## src/rtl/stid_pkg.sv

```systemverilog
`timescale 1ns / 1ps
// ============================================================================
// stid_pkg: shared types and constants for the sorted table
// Holds the table depth, operation and status codes and the cell link types.
// ============================================================================
package stid_pkg;

    localparam int DEPTH   = 8;
    localparam int VAL_W   = 32;
    localparam int IDX_W   = 3;
    localparam int CNT_W   = $clog2(DEPTH + 1);
    localparam int SLOT_W  = $clog2(DEPTH);

    typedef enum logic [1:0] {
        KIND_INSERT = 2'd0,
        KIND_DELETE = 2'd1,
        KIND_READ   = 2'd2,
        KIND_NOP    = 2'd3
    } t_kind;

    typedef enum logic [1:0] {
        ST_OK        = 2'd0,
        ST_FULL      = 2'd1,
        ST_NOT_FOUND = 2'd2,
        ST_BAD_INDEX = 2'd3
    } t_status;

    // operation broadcast to every cell
    typedef struct packed {
        logic                    ins;
        logic                    del;
        logic signed [VAL_W-1:0] value;
    } t_cell_op;

    // contents handed between neighboring cells
    typedef struct packed {
        logic                    valid;
        logic signed [VAL_W-1:0] entry;
    } t_cell_data;

    // per-cell flags reported to the top level
    typedef struct packed {
        logic lt;
        logic is_pos;
        logic hit;
    } t_cell_flags;

endpackage

```

## src/rtl/stid_if.sv

```systemverilog
`timescale 1ns / 1ps
// ============================================================================
// stid_if: request and response channels
// Valid/ready channels carrying one table operation and one result.
// ============================================================================
interface stid_in_if;
    import stid_pkg::*;
    logic                    valid;
    logic                    ready;
    logic [1:0]              kind;
    logic signed [VAL_W-1:0] value;
    logic [IDX_W-1:0]        index;

    modport source (output valid, output kind, output value, output index, input ready);
    modport sink   (input valid, input kind, input value, input index, output ready);
endinterface

interface stid_out_if;
    import stid_pkg::*;
    logic                    valid;
    logic                    ready;
    logic [1:0]              status;
    logic signed [VAL_W-1:0] result_value;
    logic [CNT_W-1:0]        position;
    logic [CNT_W-1:0]        entry_count;

    modport source (output valid, output status, output result_value, output position,
                    output entry_count, input ready);
    modport sink   (input valid, input status, input result_value, input position,
                    input entry_count, output ready);
endinterface

```

## src/rtl/stid_cell.sv

```systemverilog
`timescale 1ns / 1ps
// ============================================================================
// stid_cell: one slot of the sorted table
// Holds one entry; on insert takes the new value or the left neighbor's
// entry, on delete takes the right neighbor's entry.
// ============================================================================
module stid_cell
    import stid_pkg::*;
(
    input  logic        i_clk,
    input  logic        i_rst_n,
    input  t_cell_op    i_op,
    input  t_cell_data  i_left,
    input  logic        i_left_lt,
    input  t_cell_data  i_right,
    output t_cell_data  o_data,
    output t_cell_flags o_flags
);

    logic                    r_valid;
    logic signed [VAL_W-1:0] r_entry;
    logic                    n_valid;
    logic signed [VAL_W-1:0] n_entry;
    logic                    lt;
    logic                    is_pos;

    // entries are sorted, so lt forms a prefix; the first clear one is the slot
    assign lt     = r_valid && (r_entry < i_op.value);
    assign is_pos = !lt && i_left_lt;

    always_comb begin
        n_valid = r_valid;
        n_entry = r_entry;
        if (i_op.ins && !lt) begin
            if (is_pos) begin
                n_valid = 1'b1;
                n_entry = i_op.value;
            end else begin
                n_valid = i_left.valid;
                n_entry = i_left.entry;
            end
        end else if (i_op.del && !lt) begin
            n_valid = i_right.valid;
            n_entry = i_right.entry;
        end
    end

    always_ff @(posedge i_clk) begin
        if (!i_rst_n) begin
            r_valid <= 1'b0;
        end else begin
            r_valid <= n_valid;
        end
        r_entry <= n_entry;
    end

    assign o_data.valid   = r_valid;
    assign o_data.entry   = r_entry;
    assign o_flags.lt     = lt;
    assign o_flags.is_pos = is_pos;
    assign o_flags.hit    = is_pos && r_valid && (r_entry == i_op.value);

endmodule

```

## src/rtl/sorted_table_insert_delete.sv

```systemverilog
`timescale 1ns / 1ps
// ============================================================================
// sorted_table_insert_delete: ascending table with insert, delete and read
// A row of DEPTH cells keeps signed values in order; each transaction is
// one operation and returns one result.
// ============================================================================
//
//  Channel | Direction | Payload
//  --------+-----------+-------------------------------------------------
//  i_in    | in        | kind, value, index
//  o_out   | out       | status, result_value, position, entry_count
//
//  One transaction per cycle while the output register is free or drains:
//  every cell compares against the broadcast value and shifts, so the cell
//  row is updated at the same edge that takes the transaction. The result is
//  captured in an output register at that edge. A stalled output register holds i_in.ready low until taken.
//  Reset clears the count, all cell valid bits and the output valid.
//
module sorted_table_insert_delete
    import stid_pkg::*;
(
    input  logic             i_clk,
    input  logic             i_rst_n,
    stid_in_if.sink          i_in,
    stid_out_if.source       o_out
);

    t_cell_data  cell_data  [DEPTH];
    t_cell_flags cell_flags [DEPTH];
    t_cell_op    op;

    logic [CNT_W-1:0] r_count;
    logic [CNT_W-1:0] n_count;

    logic                    r_out_valid;
    t_status                 r_status;
    logic signed [VAL_W-1:0] r_result;
    logic [CNT_W-1:0]        r_position;
    logic [CNT_W-1:0]        r_entry_count;

    t_status                 n_status;
    logic signed [VAL_W-1:0] n_result;
    logic [CNT_W-1:0]        n_position;

    logic             accept;
    logic             full;
    logic             found;
    logic [CNT_W-1:0] slot_pos;
    logic [DEPTH-1:0] valid_vec;
    t_kind            kind;

    assign kind   = t_kind'(i_in.kind);
    assign accept = i_in.valid && i_in.ready;
    // take a new transaction whenever the output register is free or drains
    assign i_in.ready = !r_out_valid || o_out.ready;

    assign full = (r_count == CNT_W'(DEPTH));

    // gate the broadcast so refused operations leave the row untouched
    assign op.value = i_in.value;
    assign op.ins   = accept && (kind == KIND_INSERT) && !full;
    assign op.del   = accept && (kind == KIND_DELETE) && found;

    // build the cell row
    for (genvar g = 0; g < DEPTH; g++) begin : g_cell
        t_cell_data left_d;
        t_cell_data right_d;
        logic       left_lt;

        if (g == 0) begin : g_first
            assign left_d  = '0;
            assign left_lt = 1'b1;
        end else begin : g_mid
            assign left_d  = cell_data[g-1];
            assign left_lt = cell_flags[g-1].lt;
        end

        if (g == DEPTH - 1) begin : g_last
            assign right_d = '0;
        end else begin : g_inner
            assign right_d = cell_data[g+1];
        end

        stid_cell u_cell (
            .i_clk   (i_clk),
            .i_rst_n (i_rst_n),
            .i_op    (op),
            .i_left  (left_d),
            .i_left_lt (left_lt),
            .i_right (right_d),
            .o_data  (cell_data[g]),
            .o_flags (cell_flags[g])
        );

        assign valid_vec[g] = cell_data[g].valid;
    end

    // encode the one-hot slot and collect the equal-match flag
    always_comb begin
        slot_pos = '0;
        found    = 1'b0;
        for (int k = 0; k < DEPTH; k++) begin
            if (cell_flags[k].is_pos) begin
                slot_pos = slot_pos | CNT_W'(k);
            end
            found = found | cell_flags[k].hit;
        end
    end

    // result of the transaction
    always_comb begin
        n_status   = ST_OK;
        n_result   = '0;
        n_position = '0;
        n_count    = r_count;
        unique case (kind)
            KIND_INSERT: begin
                n_result = i_in.value;
                if (full) begin
                    n_status = ST_FULL;
                end else begin
                    n_position = slot_pos;
                    n_count    = r_count + CNT_W'(1);
                end
            end
            KIND_DELETE: begin
                n_result = i_in.value;
                if (!found) begin
                    n_status = ST_NOT_FOUND;
                end else begin
                    n_position = slot_pos;
                    n_count    = r_count - CNT_W'(1);
                end
            end
            KIND_READ: begin
                n_position = CNT_W'(i_in.index);
                if (CNT_W'(i_in.index) >= r_count) begin
                    n_status = ST_BAD_INDEX;
                end else begin
                    n_result = cell_data[SLOT_W'(i_in.index)].entry;
                end
            end
            default: begin
                // ignored code: report ok with the unchanged count
            end
        endcase
    end

    // advance count and output register
    always_ff @(posedge i_clk) begin
        if (!i_rst_n) begin
            r_count     <= '0;
            r_out_valid <= 1'b0;
        end else begin
            if (accept) begin
                r_count     <= n_count;
                r_out_valid <= 1'b1;
            end else if (o_out.ready) begin
                r_out_valid <= 1'b0;
            end
        end
        if (accept) begin
            r_status      <= n_status;
            r_result      <= n_result;
            r_position    <= n_position;
            r_entry_count <= n_count;
        end
    end

    assign o_out.valid        = r_out_valid;
    assign o_out.status       = r_status;
    assign o_out.result_value = r_result;
    assign o_out.position     = r_position;
    assign o_out.entry_count  = r_entry_count;

`ifndef SYNTH
    // valid cells always number exactly the count
    a_valid_count: assert property (@(posedge i_clk) disable iff (!i_rst_n)
        $countones(valid_vec) == int'(r_count))
        else $error("cell valid bits disagree with count");

    // a granted insert grows the table by one
    a_insert_grows: assert property (@(posedge i_clk) disable iff (!i_rst_n)
        op.ins |=> (r_count == $past(r_count) + CNT_W'(1)))
        else $error("insert did not grow count");

    // a refused operation leaves the count alone
    a_refused_hold: assert property (@(posedge i_clk) disable iff (!i_rst_n)
        (accept && n_status != ST_OK) |=> $stable(r_count))
        else $error("refused operation changed count");

    // the count never passes the depth
    a_count_max: assert property (@(posedge i_clk) disable iff (!i_rst_n)
        r_count <= CNT_W'(DEPTH))
        else $error("count beyond depth");
`endif

endmodule

```

## src/flat_wrapper.sv

```systemverilog
// flat-port wrapper written by rule: the top's interface ports become plain ports
module sorted_table_insert_delete_flat import stid_pkg::*;
  (i_clk, i_rst_n, i_in_valid, i_in_kind, i_in_value, i_in_index, i_in_ready, o_out_valid, o_out_status, o_out_result_value, o_out_position, o_out_entry_count, o_out_ready);
  stid_in_if i_in_i ();
  stid_out_if o_out_i ();
  input  logic i_clk;
  input  logic i_rst_n;
  input wire logic [$bits(i_in_i.valid)-1:0] i_in_valid;
  input wire logic [$bits(i_in_i.kind)-1:0] i_in_kind;
  input wire logic [$bits(i_in_i.value)-1:0] i_in_value;
  input wire logic [$bits(i_in_i.index)-1:0] i_in_index;
  output wire logic [$bits(i_in_i.ready)-1:0] i_in_ready;
  output wire logic [$bits(o_out_i.valid)-1:0] o_out_valid;
  output wire logic [$bits(o_out_i.status)-1:0] o_out_status;
  output wire logic [$bits(o_out_i.result_value)-1:0] o_out_result_value;
  output wire logic [$bits(o_out_i.position)-1:0] o_out_position;
  output wire logic [$bits(o_out_i.entry_count)-1:0] o_out_entry_count;
  input wire logic [$bits(o_out_i.ready)-1:0] o_out_ready;
  assign i_in_i.valid = i_in_valid;
  assign i_in_i.kind = i_in_kind;
  assign i_in_i.value = i_in_value;
  assign i_in_i.index = i_in_index;
  assign i_in_ready = i_in_i.ready;
  assign o_out_valid = o_out_i.valid;
  assign o_out_status = o_out_i.status;
  assign o_out_result_value = o_out_i.result_value;
  assign o_out_position = o_out_i.position;
  assign o_out_entry_count = o_out_i.entry_count;
  assign o_out_i.ready = o_out_ready;
  sorted_table_insert_delete u_core (.i_clk(i_clk), .i_rst_n(i_rst_n), .i_in(i_in_i), .o_out(o_out_i));
endmodule
```

## config.mk

```make
export PLATFORM = sky130hd
export DESIGN_NAME = sorted_table_insert_delete_flat
export DESIGN_NICKNAME = d
export VERILOG_FILES = /design/src/rtl/stid_pkg.sv /design/src/rtl/stid_if.sv /design/src/rtl/stid_cell.sv /design/src/rtl/sorted_table_insert_delete.sv /design/src/flat_wrapper.sv
export SDC_FILE = /design/constraint.sdc
export NUM_CORES = 1
export LEC_CHECK = 0
export BUFFER_PORTS_ARGS = -buffer_cell sky130_fd_sc_hd__buf_4
export CORE_MARGIN = 2
export CORE_UTILIZATION = 30
export CTS_CLUSTER_DIAMETER = 80
export DETAILED_ROUTE_END_ITERATION = 7
export SLEW_MARGIN = 20
export SYNTH_ARGS = -nofsm -noshare
export SYNTH_HDL_FRONTEND = slang
export SYNTH_SLANG_ARGS = --single-unit
```

## constraint.sdc

```tcl
create_clock -name i_clk -period 6.75 [get_ports i_clk]
set_input_delay 1.0125 -clock i_clk [delete_from_list [all_inputs] [get_ports i_clk]]
set_output_delay 1.0125 -clock i_clk [all_outputs]
set_load 0.01 [all_outputs]
```

==> Word-level counts from Yosys, hierarchy flattened <==
Cells that the tools add are included.
{ "word_totals": {"regBits": 311, "rom_bits": 0, "latch_bits": 0, "word_cells": 199, "mem_bits_rw": 0, "out_inout_bits": 44, "input_bits": 41, "n_memories": 0} }
{ "classes": {"bitwise": 8, "n_mul": 0, "div_mod_pow": 0, "shifts": 0, "addsub": 2, "n_reduce_logical": 74, "eq_ne": 11, "n_mux": 72, "magnitude_cmp": 10} }
{ "ops": {"columns": ["operator", "n"], "rows": [
  ["$mux 32", 27],
  ["$eq 32x32->1", 8],
  ["$lt 32x32->1", 8],
  ["$bmux 33 s3", 1],
  ["$pmux 32 s2", 1],
  ["$logic_and 1x1->1", 52],
  ["$mux 1", 28],
  ["$reduce_bool 2->1", 9],
  ["$mux 4", 4],
  ["$mux 3", 4],
  ["$pmux 4 s3", 1],
  ["$logic_not 1->1", 10],
  ["$mux 2", 4],
  ["$pmux 4 s2", 1],
  ["$or 1x1->1", 7],
  ["$pmux 2 s3", 1],
  ["$add 4x1->4 const B", 1],
  ["$eq 4x4->1 const B", 1],
  ["$ge 3x4->1", 1],
  ["$ge 4x4->1 const B", 1],
  ["$not 3->4", 1],
  ["$sub 4x1->4 const B", 1],
  ["$eq 2x1->1 const B", 1],
  ["$eq 2x2->1 const B", 1],
  ["other kinds (3)", 3]
]} }

==> Depth between registers and ports, before layout <==
{ "depth": {"ltp_word": 17, "ltp_mapped": 14, "ltp_nobuf": 12} }

==> Modules after synthesis <==
Synthesis repeated with hierarchy kept, for this count alone.
{ "unflattened": {"cells_unflattened": 2326, "area_unflattened_um2": 27244.9} }
{ "modules_own_cells": {"columns": ["module", "area_per_inst_um2", "instances", "seq_area_each_um2", "cells_each"], "rows": [
  ["stid_cell (u_core.g_cell[0].u_cell ...)", 2839.0, 5, 980.9, 235],
  ["stid_cell (u_core.g_cell[5].u_cell ...)", 2897.8, 3, 980.9, 240],
  ["sorted_table_insert_delete", 4356.7, 1, 1331.3, 431]
]} }

==> Worst setup path after synthesis <==
No wires, ideal clock.
{ "synth_timing": {"path_kind": "input-to-reg", "start": "input i_in_value[17]", "end": "register u_core.g_cell[0].u_cell.r_entry[0], enable pin", "path_slack_ns": 1.436, "setup_time_ns": 0.421, "path_buffers": 0, "t_required_ns": 6.329, "arrival_time_ns": 4.893, "path_stages": 12, "path_cell_list": "inv_1 -> ha_1 -> a21o_1 -> a221o_1 -> a22oi_1 -> o211ai_1 -> a211oi_1 -> mux2i_1 -> a2111oi_4 -> a311oi_2 -> nor2_2 -> nor2_1"} }
{ "synth_via": {"elab_chain_cells": 16, "word_cells_on_any_way": 66, "cone_classes": "order compare (8); eq/ne (8); bitwise (7); reduce/logical (43)"} }
{ "synth_lines": {"columns": ["item", "line_no", "source"], "rows": [
  ["start, declared", "flat_wrapper.sv:10", "input wire logic [$bits(i_in_i.value)-1:0] i_in_value;"],
  ["$lt 32x32->1", "stid_cell.sv:28", "assign lt = r_valid && (r_entry < i_op.value);"],
  ["$logic_and 1x1->1", "stid_cell.sv:28", null],
  ["$logic_not 1->1", "stid_cell.sv:29", "assign is_pos = !lt && i_left_lt;"],
  ["$logic_and 1x1->1", "stid_cell.sv:29", null],
  ["$logic_and 1x1->1 (2 in a row)", "stid_cell.sv:61", "assign o_flags.hit = is_pos && r_valid && (r_entry == i_op.value);"],
  ["$or 1x1->1 (7 in a row)", "sorted_table_insert_delete.sv:106", "found = found | cell_flags[k].hit;"],
  ["$logic_and 1x1->1", "sorted_table_insert_delete.sv:62", "assign op.del = accept && (kind == KIND_DELETE) && found;"],
  ["$logic_and 1x1->1", "stid_cell.sv:42", "end else if (i_op.del && !lt) begin"],
  ["$reduce_bool 2->1 (no line) *", null, null],
  ["end signal, assigned", "stid_cell.sv:54", "r_entry <= n_entry;"],
  ["end, declared", "stid_cell.sv:21", "logic signed [VAL_W-1:0] r_entry;"]
]} }
Mark *: on every way between the ends. The rest lies on a longest branch, timed or not.
A chain may end at the register's enable or synchronous reset.

==> Worst setup path in the final report <==
{ "layout_timing": {"start": "input i_in_value[17]", "end": "register u_core.g_cell[6].u_cell.r_entry[20], enable pin"} }
{ "layout_via": {"elab_chain_cells": 16, "word_cells_on_any_way": 66, "cone_classes": "order compare (8); eq/ne (8); bitwise (7); reduce/logical (43)"} }
{ "layout_lines": {"columns": ["item", "line_no"], "rows": [
  ["$lt 32x32->1", "stid_cell.sv:28"],
  ["$logic_and 1x1->1", "stid_cell.sv:28"],
  ["$logic_not 1->1", "stid_cell.sv:29"],
  ["$logic_and 1x1->1", "stid_cell.sv:29"],
  ["$logic_and 1x1->1 (2 in a row)", "stid_cell.sv:61"],
  ["$or 1x1->1 (7 in a row)", "sorted_table_insert_delete.sv:106"],
  ["$logic_and 1x1->1", "sorted_table_insert_delete.sv:62"],
  ["$logic_and 1x1->1", "stid_cell.sv:42"],
  ["$reduce_bool 2->1 (no line) *", null],
  ["end signal, assigned", "stid_cell.sv:54"],
  ["end, declared", "stid_cell.sv:21"]
]} }
Marks and branches as above.

==> metrics.txt <==
Die Ht=278 um; gr ovfl total=0; Yosys reg bits=310; RR Endpoint=u_core.g_cell[6].u_cell.r_entry[20]$_DFFE_PP_; unique cell type count in the Yosys netlist=74; Post CTS Setup Buffer Count=0; hold buffers post-CTS=0; critical path endpoint category=flop; clock slew at reported path FFs=0.06 ns; max_cap viols=0; f_max=177 MHz; final clock period utilization by the worst path=0.836; # DRC=0; fin. max-slew vios=0; R2R cell count=12; Synth Warn #=0; critical path's largest stage delay=0.68 ns; type of origin of the critical path=input pin; Detailed Place HPWL=60,200 um; asr flop ratio synth=0; CTS Buf Count=38; worst setup margin=1.11 ns; hold path start=u_core.o_out.valid$_SDFFE_PN0P_; leak pwr=0.00958 uW; RD Place Congestion=0.950; critical-path maximum fanout=15; CTS tree=yes; Synth area leader=edfxtp_1; Die ar.=0.0775 sq mm; RSZ-0062 raised after global routing=false; Crit Path Category=input pin to flop; CP arrival=5.92 ns; post-route cell area=0.0258 sq mm; worst min path class=flop to flop; synthesis-to-finish area growth=14.2%; row count=100; CORE AREA=0.0744 sq mm; routed len/inst=26.3 um; number of synthesized flops with an enable pin=297; Net Count, Synth=2,537; CP delay by family, top=compound AO/OA/AOI/OAI gates; FF+latch area=0.00918 sq mm; final setup TNS=0 ns; total power draw=5210 uW; final net count=2,592; Cell Chain, Critical Path=buf_4 > inv_1 > ha_1 > a21o_1 > a221o_1 > a22oi_1 > o211ai_1 > a211oi_1 > mux2i_1 > a2111oi_4 > a311oi_2 > nor2_2 > nor2_4 > buf_12; commonest non-fill, non-tap cell in the layout=a21oi_1; Crit path buffers/inverters=3; number of global-route vias before repair=18.8k; Yosys top cell area share=0.395; Global Route Usage Sum=0.219; Port-buffer cells=83; cell at the slowest stage of the critical path=a311oi_2; post-route clock skew=0.0353 ns; Via density=5.99; Clock Path Buffers=3; Final Hold Fails=0; Worst EP required=7.03 ns; ys flop type=edfxtp_1; Horiz. Die Dim=278 um; Place WS=0.590 ns; Ports=85; Final ANT Viol Nets=0; r2r setup slk=1.43 ns; Initial Utilization=0.303; peak supply drop=0.144 mV; drt first pass iters=6; largest net degree at the start of global routing=68; Seq/Total Area, Yosys=0.406; share of cells above drive strength 1=0.135; global-route wire length before repair=127,000 um; Final Setup Violations=0; mapped cell area=0.0226 sq mm; Fillers=7,366; Root Buffer=clkbuf_16; WP depth=14; Slew headroom=0.321; Worst Hold Path EP=u_core.o_out.valid$_SDFFE_PN0P_; CTS resizes=0; Final Critical Period=5.64 ns; status=finished clean; Worst Max-Slew Pin Slew=1.02 ns; Placed Area=0.0245 sq mm; pwr dens=202 mW/mm^2; initial antenna violation count=2; hold path depth=2; total wire length=86,500 um; Area contributors post-synth=edfxtp_1 39%, ha_1 14%, a21oi_1 7.8%; Syn Area/Cell=10.1 sq um; cells after synthesis=2,235; clk sinks=310; FF-to-FF Start=u_core.g_cell[3].u_cell.r_entry[15]$_DFFE_PP_; H-tree levels=2; initial DRC count=2,330; Multi-input gate area=0.0129 sq mm; most frequent cells in the layout=349 x a21oi_1, 297 x edfxtp_1, 281 x nor2_1, 261 x ha_1, 205 x nand2_1; vias=19.7k; clk_lat worst skew=0.58 ns
[cell families (layout without fill, tap and decap cells)]
group	Yosys count	count (layout)	share of synthesized area
XOR/XNOR	4	4	0.00155
multiplexers	204	204	0.128
other	1	2	0.000166
AND/OR/NAND/NOR	680	680	0.133
AO/OA/AOI/OAI	600	600	0.156
adder cells (fa/ha/maj)	261	261	0.145
buffers and inverters	175	258	0.0303
flip-flops	310	310	0.406
[tightest hold or removal path, cell delays in order (launching register included)]
cell	delay, ns
dfxtp_1	0.30
nand2b_1	0.11
a21oi_1	0.07
[per-layer routing]
| metal | wire length, um | up-vias | part of all wire | GRT usage |
|---|---|---|---|---|
| li1 | - | 8645 | - | - |
| met5 | 0 | - | 0 | 0 |
| met3 | 8090 | 185 | 0.094 | 0.0415 |
| met2 | 38700 | 1161 | 0.45 | 0.342 |
| met1 | 36400 | 9699 | 0.42 | 0.301 |
| met4 | 3270 | 0 | 0.038 | 0.0793 |
[final cells by class]
cell class | instances | share of cell area
tap | 969 | 0.0470
multi-input combinational | 1750 | 0.499
sequential | 310 | 0.356
antenna | 1 | 0.0000971
timing repair buffer | 131 | 0.0411
clock buffer | 47 | 0.0390
clock inverter | 21 | 0.00878
inverter | 59 | 0.00859
[worst max path at each step]
stage,startpoint,endpoint,slack (ns)
floorplan,i_in_value[17],u_core.g_cell[0].u_cell.r_entry[0]$_DFFE_PP_,1.44
global placement,i_in_value[15],u_core.g_cell[6].u_cell.r_entry[22]$_DFFE_PP_,0.71
detailed placement,i_in_value[14],u_core.g_cell[6].u_cell.r_entry[22]$_DFFE_PP_,0.59
global route,i_in_value[17],u_core.g_cell[5].u_cell.r_entry[28]$_DFFE_PP_,0.83
CTS,i_in_value[17],u_core.g_cell[5].u_cell.r_entry[28]$_DFFE_PP_,1.19
finish,i_in_value[17],u_core.g_cell[6].u_cell.r_entry[20]$_DFFE_PP_,1.11
[registers in the layout (all words and copies together), names as in the netlist]
register and flops:
u_core.o_out.status 2, u_core.g_cell.u_cell.r_valid 8, u_core.o_out.entry_count 4, u_core.o_out.position 3, u_core.g_cell.u_cell.r_entry 256, u_core.o_out.valid 1
u_core.o_out.result_value 32, u_core.r_count 4
[where the power goes]
| part | internal [uW] | switching (uW) |
|---|---|---|
| Sequential | 2190 | 73.1 |
| Combinational | 309 | 535 |
| Clock | 1210 | 888 |
[cell usage after synthesis (4+ instances only)]
cell type,n
a221o_1,5
and2_1,6
o211ai_1,9
a21o_1,20
a21oi_1,350
a221oi_1,9
nand2b_1,10
o21ai_0,47
a21boi_0,8
ha_1,261
or3_1,5
dfxtp_1,13
o31a_1,8
nand2_1,207
mux4_2,64
clkbuf_1,91
o22ai_1,34
nand4_1,45
nor4_1,7
nor2b_1,14
a211oi_1,12
o21a_1,5
a31oi_1,33
nor2_1,297
inv_1,56
nor3_1,18
buf_1,10
mux2_2,33
edfxtp_1,297
a22oi_1,23
and4_1,17
and3_1,5
buf_2,13
mux2i_1,107
nand3_1,35
a41oi_1,4
[through the flow]
stage                      util  std cells  hold WS [ns]
final                     0.346       3288         0.537
after CTS                 0.346       3287         0.543
after detailed placement  0.330       3219         0.534
after floorplan               -       2235         0.514
after global placement    0.330       3219         0.512
after global routing      0.346       3288         0.557
(Power assumes the default switching activity.)
